==> config.mk <==
export PLATFORM = sky130hd
export DESIGN_NAME = icy_metadata_demuxer_unit
export DESIGN_NICKNAME = d
export VERILOG_FILES = /design/src/sv/icy_pkg.sv /design/src/sv/icy_metadata_demuxer_unit.sv /design/src/sv/icy_ram.sv /design/src/sv/icy_front.sv /design/src/sv/icy_back.sv
export SDC_FILE = /design/constraint.sdc
export NUM_CORES = 2
export LEC_CHECK = 0
export BUFFER_PORTS_ARGS = -buffer_cell sky130_fd_sc_hd__buf_2
export CORE_MARGIN = 3
export CORE_UTILIZATION = 30
export DETAILED_ROUTE_END_ITERATION = 6
export HOLD_SLACK_MARGIN = 0.03
export PLACE_DENSITY_LB_ADDON = 0.3
export SLEW_MARGIN = 20
export SYNTH_ARGS = -nofsm -noshare
export SYNTH_HDL_FRONTEND = slang
export SYNTH_SLANG_ARGS = --single-unit
==> constraint.sdc <==
create_clock -name clk -period 15.06 [get_ports clk]
set_clock_uncertainty 0.05 [all_clocks]
set_input_delay 0 -clock clk [delete_from_list [all_inputs] [get_ports clk]]
set_output_delay 0 -clock clk [all_outputs]
set_load 0.02 [all_outputs]
==> src/sv/icy_pkg.sv <==
// Shared types and constants of the ICY metadata demuxer.
// No dependencies.
package icy_pkg;
  localparam logic [1:0] KIND_AUDIO  = 2'd0;
  localparam logic [1:0] KIND_ARTIST = 2'd1;
  localparam logic [1:0] KIND_TITLE  = 2'd2;

  typedef enum logic [1:0] {SEC_AUDIO, SEC_LEN, SEC_BODY} sec_t;
  typedef enum logic [1:0] {PH_SEEK, PH_FIRST, PH_CAPTURE, PH_DONE} phase_t;

  // queue entry from front to back
  typedef struct packed {
    logic [1:0] op;
    logic [7:0] data;
  } cmd_t;

  localparam logic [1:0] OP_AUDIO  = 2'd0;
  localparam logic [1:0] OP_APPEND = 2'd1;
  localparam logic [1:0] OP_FINISH = 2'd2;
  localparam logic [1:0] OP_CLEAR  = 2'd3;

  typedef enum logic [2:0] {
    BK_IDLE, BK_CMP, BK_COPY, BK_SEP, BK_DASH, BK_ARTIST, BK_TITLE
  } bk_state_t;

  function automatic logic [7:0] key_char(input logic [3:0] i);
    case (i)
      4'd0: key_char = "S";
      4'd1: key_char = "t";
      4'd2: key_char = "r";
      4'd3: key_char = "e";
      4'd4: key_char = "a";
      4'd5: key_char = "m";
      4'd6: key_char = "T";
      4'd7: key_char = "i";
      4'd8: key_char = "t";
      4'd9: key_char = "l";
      4'd10: key_char = "e";
      4'd11: key_char = "=";
      default: key_char = 8'h00;
    endcase
  endfunction
endpackage

==> src/sv/icy_metadata_demuxer_unit.sv <==
// ICY metadata demuxer top level: APB register, front end, command queue, back end.
// Audio bytes pass the front-end command register, then the back-end output register;
// one item per cycle unless held by output back-pressure or a title emission. Compare,
// copy, separator search and emit each walk the title store one entry a cycle.
// In an emission, intake takes one more byte into the queue, then stalls until it ends.
// Reset: synchronous, clears interval, parse state and the last shown title.
module icy_metadata_demuxer_unit
  import icy_pkg::*;
#(
  parameter int TITLE_CHARS = 63
) (
  input  logic        clk,
  input  logic        rst,
  input  logic        psel,
  input  logic        penable,
  input  logic        pwrite,
  input  logic [1:0]  paddr,
  input  logic [31:0] pwdata,
  output logic [31:0] prdata,
  output logic        pready,
  input  logic        in_valid,
  output logic        in_ready,
  input  logic [7:0]  byte_in,
  output logic        out_valid,
  input  logic        out_ready,
  output logic [1:0]  out_kind,
  output logic [7:0]  out_data,
  output logic        out_last
);
  logic [15:0] meta_interval;
  logic        cfg_we, cmd_valid, cmd_ready;
  cmd_t        cmd;

  assign pready = 1'b1;
  assign cfg_we = psel && penable && pwrite && paddr == 2'd0;
  assign prdata = (paddr == 2'd0) ? {16'd0, meta_interval} : 32'd0;

  always_ff @(posedge clk) begin
    if (rst) meta_interval <= 16'd0;
    else if (cfg_we) meta_interval <= pwdata[15:0];
  end

  icy_front u_front (
    .clk(clk), .rst(rst), .cfg_we(cfg_we), .cfg_val(pwdata[15:0]),
    .in_valid(in_valid), .in_ready(in_ready), .in_byte(byte_in),
    .cmd_valid(cmd_valid), .cmd_ready(cmd_ready), .cmd(cmd));

  icy_back #(.TITLE_CHARS(TITLE_CHARS)) u_back (
    .clk(clk), .rst(rst), .cmd_valid(cmd_valid), .cmd_ready(cmd_ready), .cmd(cmd),
    .out_valid(out_valid), .out_ready(out_ready), .out_kind(out_kind),
    .out_data(out_data), .out_last(out_last));
endmodule

==> src/sv/icy_ram.sv <==
// Generic single-write, single-read RAM with registered read data.
// No dependencies.
module icy_ram #(
  parameter int WIDTH = 8,
  parameter int DEPTH = 64
) (
  input  logic                     clk,
  input  logic                     we,
  input  logic [$clog2(DEPTH)-1:0] waddr,
  input  logic [WIDTH-1:0]         wdata,
  input  logic [$clog2(DEPTH)-1:0] raddr,
  output logic [WIDTH-1:0]         rdata
);
  logic [WIDTH-1:0] mem [DEPTH];

  always_ff @(posedge clk) begin
    if (we) begin
      mem[waddr] <= wdata;
    end
    rdata <= mem[raddr];
  end
endmodule

==> src/sv/icy_front.sv <==
// Front end: stream sectioning, key search and value scrubbing.
// Depends on icy_pkg; emits commands into the queue.
module icy_front
  import icy_pkg::*;
(
  input  logic        clk,
  input  logic        rst,
  input  logic        cfg_we,
  input  logic [15:0] cfg_val,
  input  logic        in_valid,
  output logic        in_ready,
  input  logic [7:0]  in_byte,
  output logic        cmd_valid,
  input  logic        cmd_ready,
  output cmd_t        cmd
);
  logic [15:0] meta_interval, audio_left;
  logic [11:0] meta_left;
  sec_t        section;
  phase_t      phase;
  logic [3:0]  key_matched;
  logic [7:0]  quote_kind;
  logic        quote_held;
  logic [1:0]  cmd_cnt;
  cmd_t        cmd_a, cmd_b;

  sec_t        section_next;
  phase_t      phase_next;
  logic [15:0] audio_left_next;
  logic [11:0] meta_left_next;
  logic [3:0]  key_next;
  logic [7:0]  quote_next;
  logic        held_next;
  logic [1:0]  n_next;
  cmd_t        a_next, b_next;
  logic        take;

  assign in_ready  = (cmd_cnt == 2'd0) || (cmd_cnt == 2'd1 && cmd_ready);
  assign take      = in_valid && in_ready;
  assign cmd_valid = cmd_cnt != 2'd0;
  assign cmd       = cmd_a;

  always_comb begin
    logic [7:0] c;
    logic       is_last;
    logic       app1, app2;
    logic [7:0] d1, d2;
    c = in_byte;
    section_next = section;
    phase_next = phase;
    audio_left_next = audio_left;
    meta_left_next = meta_left;
    key_next = key_matched;
    quote_next = quote_kind;
    held_next = quote_held;
    n_next = 2'd0;
    a_next = '{op: OP_AUDIO, data: c};
    b_next = '{op: OP_FINISH, data: 8'h00};
    app1 = 1'b0;
    app2 = 1'b0;
    d1 = c;
    d2 = c;
    is_last = 1'b0;
    if (meta_interval == 16'd0) begin
      n_next = 2'd1;
    end else if (section == SEC_AUDIO && audio_left != 16'd0) begin
      n_next = 2'd1;
      audio_left_next = audio_left - 16'd1;
      if (audio_left == 16'd1) begin
        section_next = SEC_LEN;
      end
    end else if (section != SEC_BODY) begin
      meta_left_next = {c, 4'd0};
      key_next = 4'd0;
      phase_next = PH_SEEK;
      quote_next = 8'h00;
      held_next = 1'b0;
      n_next = 2'd1;
      a_next = '{op: OP_CLEAR, data: 8'h00};
      if (c == 8'h00) begin
        audio_left_next = meta_interval;
        section_next = SEC_AUDIO;
      end else begin
        section_next = SEC_BODY;
      end
    end else begin
      is_last = meta_left == 12'd1;
      case (phase)
        PH_SEEK: begin
          if (key_matched < 4'd12 && c == key_char(key_matched)) begin
            key_next = key_matched + 4'd1;
          end else begin
            key_next = (c == key_char(4'd0)) ? 4'd1 : 4'd0;
          end
          if (key_next == 4'd12) begin
            phase_next = PH_FIRST;
          end
        end
        PH_FIRST: begin
          phase_next = PH_CAPTURE;
          if (c == 8'h27 || c == 8'h22) begin
            quote_next = c;
          end else begin
            quote_next = 8'h00;
            if (c == ";") begin
              phase_next = PH_DONE;
            end else begin
              app1 = 1'b1;
            end
          end
        end
        PH_CAPTURE: begin
          if (quote_kind != 8'h00) begin
            if (quote_held) begin
              held_next = 1'b0;
              if (c == ";") begin
                phase_next = PH_DONE;
              end else begin
                app1 = 1'b1;
                d1 = quote_kind;
                if (c == quote_kind) begin
                  held_next = 1'b1;
                end else begin
                  app2 = 1'b1;
                end
              end
            end else if (c == quote_kind) begin
              held_next = 1'b1;
            end else begin
              app1 = 1'b1;
            end
          end else if (c == ";") begin
            phase_next = PH_DONE;
          end else begin
            app1 = 1'b1;
          end
        end
        default: ;
      endcase
      if (app1 && app2) begin
        n_next = 2'd2;
        a_next = '{op: OP_APPEND, data: d1};
        b_next = '{op: OP_APPEND, data: d2};
      end else if (app1) begin
        n_next = 2'd1;
        a_next = '{op: OP_APPEND, data: d1};
      end
      if (is_last) begin
        // finish replaces parse state
        if (n_next == 2'd0) begin
          a_next = '{op: OP_FINISH, data: {7'd0, phase != PH_SEEK}};
          n_next = 2'd1;
        end else if (n_next == 2'd1) begin
          b_next = '{op: OP_FINISH, data: {7'd0, phase != PH_SEEK}};
          n_next = 2'd2;
        end else begin
          n_next = 2'd3;
        end
        meta_left_next = 12'd0;
        audio_left_next = meta_interval;
        section_next = SEC_AUDIO;
        phase_next = PH_SEEK;
        key_next = 4'd0;
        quote_next = 8'h00;
        held_next = 1'b0;
      end else begin
        meta_left_next = meta_left - 12'd1;
      end
    end
  end

  // three-deep staging: a, b, and a pending finish flag
  logic fin_pend, fin_flag;
  always_ff @(posedge clk) begin
    if (rst) begin
      meta_interval <= 16'd0;
      audio_left <= 16'd0;
      meta_left <= 12'd0;
      section <= SEC_AUDIO;
      phase <= PH_SEEK;
      key_matched <= 4'd0;
      quote_kind <= 8'h00;
      quote_held <= 1'b0;
      cmd_cnt <= 2'd0;
      fin_pend <= 1'b0;
      fin_flag <= 1'b0;
    end else if (cfg_we) begin
      meta_interval <= cfg_val;
      audio_left <= cfg_val;
      section <= SEC_AUDIO;
      meta_left <= 12'd0;
      phase <= PH_SEEK;
      key_matched <= 4'd0;
      quote_kind <= 8'h00;
      quote_held <= 1'b0;
    end else if (take) begin
      section <= section_next;
      phase <= phase_next;
      audio_left <= audio_left_next;
      meta_left <= meta_left_next;
      key_matched <= key_next;
      quote_kind <= quote_next;
      quote_held <= held_next;
      cmd_a <= a_next;
      cmd_b <= b_next;
      cmd_cnt <= (n_next == 2'd3) ? 2'd2 : n_next;
      fin_pend <= n_next == 2'd3;
      fin_flag <= phase != PH_SEEK;
    end else if (cmd_valid && cmd_ready) begin
      cmd_a <= cmd_b;
      if (fin_pend) begin
        cmd_b <= '{op: OP_FINISH, data: {7'd0, fin_flag}};
        fin_pend <= 1'b0;
      end else begin
        cmd_cnt <= cmd_cnt - 2'd1;
      end
    end
  end
endmodule

==> src/sv/icy_back.sv <==
// Back end: title store, compare with last shown title, split and emit.
// Depends on icy_pkg and icy_ram.
module icy_back
  import icy_pkg::*;
#(
  parameter int TITLE_CHARS = 63
) (
  input  logic       clk,
  input  logic       rst,
  input  logic       cmd_valid,
  output logic       cmd_ready,
  input  cmd_t       cmd,
  output logic       out_valid,
  input  logic       out_ready,
  output logic [1:0] out_kind,
  output logic [7:0] out_data,
  output logic       out_last
);
  localparam int AW = $clog2(TITLE_CHARS + 1);
  localparam logic [AW-1:0] CAP = AW'(TITLE_CHARS);

  bk_state_t state, state_next;
  logic [AW-1:0] title_count, kept_count, shown_count, idx, sep_at;
  logic          sep_found, full, done_cap, pv;
  logic [7:0]    p1, p2;

  logic          t_we, s_we;
  logic [AW-1:0] t_wa, t_ra;
  logic [7:0]    t_wd, t_rd, s_rd;

  icy_ram #(.WIDTH(8), .DEPTH(1 << AW)) u_title (
    .clk(clk), .we(t_we), .waddr(t_wa), .wdata(t_wd), .raddr(t_ra), .rdata(t_rd));
  icy_ram #(.WIDTH(8), .DEPTH(1 << AW)) u_shown (
    .clk(clk), .we(s_we), .waddr(pv ? idx - AW'(1) : idx), .wdata(t_rd),
    .raddr(t_ra), .rdata(s_rd));

  logic [7:0] ch;
  assign ch = (cmd.data >= 8'h20 && cmd.data < 8'h7F) ? cmd.data : "?";
  logic oslot;
  assign oslot = !out_valid || out_ready;

  assign cmd_ready = (state == BK_IDLE) && (cmd.op != OP_AUDIO || oslot);
  assign t_we = cmd_valid && cmd_ready && cmd.op == OP_APPEND && !full && !done_cap;
  assign t_wa = title_count;
  assign t_wd = ch;

  always_comb begin
    state_next = state;
    case (state)
      BK_IDLE:
        if (cmd_valid && cmd.op == OP_FINISH && cmd.data[0] && kept_count != '0) begin
          state_next = BK_CMP;
        end
      BK_CMP:
        if (pv && (idx > shown_count || t_rd != s_rd)) state_next = BK_COPY;
        else if (idx == kept_count && pv && kept_count == shown_count) state_next = BK_IDLE;
        else if (idx > kept_count) state_next = BK_COPY;
      BK_COPY: if (pv && idx == kept_count) state_next = BK_SEP;
      BK_SEP:
        if (sep_found || idx == kept_count) state_next = sep_found ?
          ((sep_at == '0) ? BK_TITLE : BK_ARTIST) : BK_DASH;
      BK_DASH: if (oslot) state_next = BK_TITLE;
      BK_ARTIST: if (oslot && pv && idx == sep_at) state_next = BK_TITLE;
      BK_TITLE: if (oslot && pv && idx == kept_count) state_next = BK_IDLE;
      default: state_next = BK_IDLE;
    endcase
  end

  // on an output stall keep re-reading the character that waits
  always_comb begin
    t_ra = idx;
    if ((state == BK_ARTIST || state == BK_TITLE) && pv && !oslot) t_ra = idx - AW'(1);
    s_we = (state == BK_COPY) && pv;
  end

  always_ff @(posedge clk) begin
    if (rst) begin
      state <= BK_IDLE;
      title_count <= '0;
      kept_count <= '0;
      shown_count <= '0;
      full <= 1'b0;
      done_cap <= 1'b0;
      idx <= '0;
      pv <= 1'b0;
      sep_found <= 1'b0;
      out_valid <= 1'b0;
    end else begin
      if (out_valid && out_ready) out_valid <= 1'b0;
      state <= state_next;
      case (state)
        BK_IDLE: begin
          idx <= '0;
          pv <= 1'b0;
          if (cmd_valid) begin
            case (cmd.op)
              OP_APPEND:
                if (!done_cap) begin
                  if (cmd.data == 8'h00 || full) done_cap <= 1'b1;
                  else begin
                    title_count <= title_count + AW'(1);
                    full <= title_count + AW'(1) == CAP;
                    if (ch != " " && ch != "?") kept_count <= title_count + AW'(1);
                  end
                end
              OP_CLEAR, OP_FINISH:
                if (state_next == BK_IDLE) begin
                  title_count <= '0; kept_count <= '0; full <= 1'b0; done_cap <= 1'b0;
                end
              default: ;
            endcase
          end
        end
        BK_CMP: begin
          idx <= idx + AW'(1);
          pv <= 1'b1;
          if (state_next == BK_IDLE) begin
            title_count <= '0; kept_count <= '0; full <= 1'b0; done_cap <= 1'b0;
          end
          if (state_next != BK_CMP) begin
            idx <= '0; pv <= 1'b0;
          end
        end
        BK_COPY: begin
          idx <= idx + AW'(1);
          pv <= idx < kept_count;
          if (state_next != BK_COPY) begin
            shown_count <= kept_count;
            idx <= '0; pv <= 1'b0; sep_found <= 1'b0;
            p1 <= 8'h00; p2 <= 8'h00;
          end
        end
        BK_SEP: begin
          if (!sep_found && idx != kept_count) begin
            idx <= idx + AW'(1);
            pv <= 1'b1;
            if (pv) begin
              p2 <= p1; p1 <= t_rd;
              if (idx >= AW'(3) && p1 == "-" && p2 == " " && t_rd == " ") begin
                sep_found <= 1'b1; sep_at <= idx - AW'(3);
              end
            end
          end
          if (state_next != BK_SEP) begin
            idx <= (state_next == BK_TITLE) ? AW'(3) : '0; pv <= 1'b0;
          end
          if (state_next == BK_DASH) idx <= '0;
        end
        BK_DASH: if (oslot) begin
          out_valid <= 1'b1; out_kind <= KIND_ARTIST; out_data <= "-"; out_last <= 1'b0;
        end
        BK_ARTIST, BK_TITLE: if (oslot) begin
          pv <= 1'b1;
          idx <= idx + AW'(1);
          if (pv) begin
            out_valid <= 1'b1;
            out_kind <= (state == BK_ARTIST) ? KIND_ARTIST : KIND_TITLE;
            out_data <= t_rd;
            out_last <= (state == BK_TITLE) && idx == kept_count;
          end
          if (state == BK_ARTIST && pv && idx == sep_at) begin
            idx <= sep_at + AW'(3); pv <= 1'b0;
          end
          if (state_next == BK_IDLE) begin
            title_count <= '0; kept_count <= '0; full <= 1'b0; done_cap <= 1'b0;
          end
        end
        default: ;
      endcase
      if (state == BK_IDLE && cmd_valid && cmd.op == OP_AUDIO && oslot) begin
        out_valid <= 1'b1; out_kind <= KIND_AUDIO; out_data <= cmd.data; out_last <= 1'b1;
      end
    end
  end
endmodule

==> impl_metrics.toml <==
[worst_setup_path]
crit_arrival_ns = 6.80
required_ns = 15.63
crit_type = "reg2reg"
worstSetupStartpointType = "flip-flop"
endpoint_kind = "flip-flop"
path_max_fanout = 97

[yosys]
ys_top_cells_by_area = "edfxtp_1 (53%), mux2i_1 (16%), mux4_2 (4.1%), dfxtp_1 (3.9%), a211oi_1 (3.5%)"
netlist.area_leader.share_pct = 52.93
synth_top_area_cell = "edfxtp_1"
synth_edf_count = 1077
async_flop_share_pct = 0
ys_seq_area_share_pct = 56.86
ys.flop_type = "edfxtp_1"
syn-cell-area_mm2 = 0.06110
synth_seq_cells = 1197
avgSynthCellArea_um2 = 13.03
synth_cells = 4688
yosys_warnings = 0
synthMostInstantiatedCell = "edfxtp_1"
ys_types = 92
synth_common_cells = "edfxtp_1 (1077), mux2i_1 (1007), nand2_1 (354)"

[global_route]
grtUsageTotal_pct = 15.17
grt_first_pass_wirelength_um = 244700
grt_pass1_vias = 39330
grt_antenna_before_repair = 4
grt_max_degree = 129
grt_overflow = 0

[power]
p_leak_nw = 21.08
irDropWorstVdd_uv = 108.8
power_density_mw_per_mm2 = 115.2
power_mw = 8.049

[cts]
cts_buffers = 141
cts_setup_buffers = 0
h-tree-depth = 4
path_clk_slew_ns = 0.06
clock-sinks = 1197
clk_path_buf_depth = 3
root_buffer = "clkbuf_16"
cts_tree = "done"
clkLatencyLatePin_ns = 0.79
post_cts_resize_count = 0

[floorplan]
core_mm2 = 0.2023
ios = 95
die-area_mm2 = 0.2091
std_cell_rows = 165
die_w_um = 457.3
die_h_um = 457.3
initial_utilization_pct = 30.20

[layout]
final_nets = 4836
instances_no_fill = 7547
drive_gt1_share_pct = 10.96
num-fill-cells = 19570
area_delta_synth_final_pct = 14.35

[flow_run]
drv_cap = 0

[placed_design]
dp_hpwl_um = 97440
gp_congestion = 0.7859
placed_cells = 7214
io_buffer_count = 61

[timing]
slew_violations = 0
setup_viol = 0
hold_viol_final = 0
worst_slew_pin_slew_ns = 1.128
fin_crit_ns = 6.237
relSlewSlack_pct = 24.55
fin_crit_sh_pct = 41.42
fmax_mhz = 160.3
tns_ns = 0
holdWs_ns = 0.1536
rsz0062_at_grt = "false"

[drt]
drc = 0
wirelength_um = 162800
vias = 39490
antenna_left = 0
drt_iter0_markers = 2571
viasPerCell = 5.232
firstDrtPassIters = 6
wl_per_cell_um = 21.58

[hold_path]
hp-class = "in2reg"

[outcome]
outcome = "completed"
-- cells in the final DEF, fill, tap and decap left out, drive strengths merged, types with 18 or more instances in the layout --
cell,instances
mux4,111
o32ai,25
nand4,28
clkinv,75
nand3,45
ha,33
edfxtp,1077
conb,81
nor2,255
nand2b,22
a211oi,288
or4,22
and3,28
dlygate4sd3,69
xnor2,41
o21ai,51
inv,57
a311oi,81
nor2b,153
mux2i,1007
and2,47
buf,142
a2111oi,33
dfxtp,120
a21oi,127
nor4,28
nor3,35
xor2,31
nand2,354
mux2,18
clkbuf,166
-- cells by family after synthesis --
logic type / after synthesis / share of synthesized area (%)
adders and majority gates: 33 / 0.6757
xor gates and xnor gates: 72 / 1.057
DFF: 1197 / 56.86
and+or+nand+nor: 1062 / 8.444
AOI/OAI and AO/OA: 764 / 9.167
muxes: 1136 / 20.92
other: 2 / 0.01229
buffers and inverters: 422 / 2.867
-- per-layer routing --
| metal | global-route usage [%] | share of wire [%] | wire, um |
|---|---|---|---|
| met4 | 5.071 | 2.8 | 4637 |
| met3 | 1.957 | 3.8 | 6167 |
| met5 | 0 | 0.0080 | 13 |
| met1 | 19.96 | 45 | 73290 |
| met2 | 25.76 | 48 | 78740 |
-- area by class of cell --
cell class	count	area, um2	share of cell area, %
well taps	2672	3343	4.785
clock inverters	96	1144	1.637
multi-input cells	3148	25070	35.87
diodes	2	5.005	0.007163
flip-flops and latches	1197	34760	49.75
clock buffers	166	3642	5.213
repair buffers	211	1704	2.439
inverters	55	209.0	0.2990
-- state kept, by name (all words and copies together), names as in the netlist, 8 cells and up, named ones only --
signal                 count
u_front.cmd_b             10
u_front.audio_left        16
u_front.meta_interval     16
u_back.u_shown.mem       512
u_back.p2                  8
u_back.p1                  8
u_back.out_data            8
u_front.cmd               10
u_front.meta_left         12
u_front.quote_kind         8
u_back.u_title.mem       512
u_back.u_title.rdata       8
u_back.u_shown.rdata       8
-- worst paths after layout --
check	slack [ns]	depth (start not counted)	start	endpoint
min reg2reg	0.44	2	u_front.meta_left[7]$_SDFFE_PP0P_	u_front.meta_left[7]$_SDFFE_PP0P_
min	0.15	4	byte_in[7]	u_front.meta_left[11]$_SDFFE_PP0P_
max reg2reg	8.82	10	u_back.idx[1]$_SDFFE_PP0P_	u_back.u_title.rdata[7]$_DFF_P_
max	8.82	10	u_back.idx[1]$_SDFFE_PP0P_	u_back.u_title.rdata[7]$_DFF_P_
-- per-stage QoR --
stage               setup WS [ns]  area, um2  utilization (%)
finish                      8.823      69870            34.54
global route                8.539      69870            34.53
CTS                         8.802      69870            34.53
detailed placement          8.804      64390            31.83
global placement            8.808      64390            31.83
floorplan                   9.259      61400                -
-- worst max-delay path, cell delays in order (launching register included) --
cell	delay, ns
dfxtp_4	0.75
buf_12	0.48
buf_4	0.67
buf_4	0.85
buf_4	0.76
mux2i_1	0.29
mux2i_1	0.11
mux2_2	0.29
a211oi_1	0.56
o32ai_1	0.30
or4_1	0.57
-- power breakdown --
part / internal, mW / leakage (nW) / switching (mW)
Combinational: 0.191 / 8.18 / 0.520
Sequential: 3.81 / 10.6 / 0.0421
Clock: 2.04 / 2.33 / 1.45
-- what timing repair did --
action / in CTS / in global routing
hold buffers: 69 / 0
endpoints found under the hold margin: 77 / 0
setup endpoints to repair: 0 / 0
Note: power is estimated with default switching activity, not from simulation.
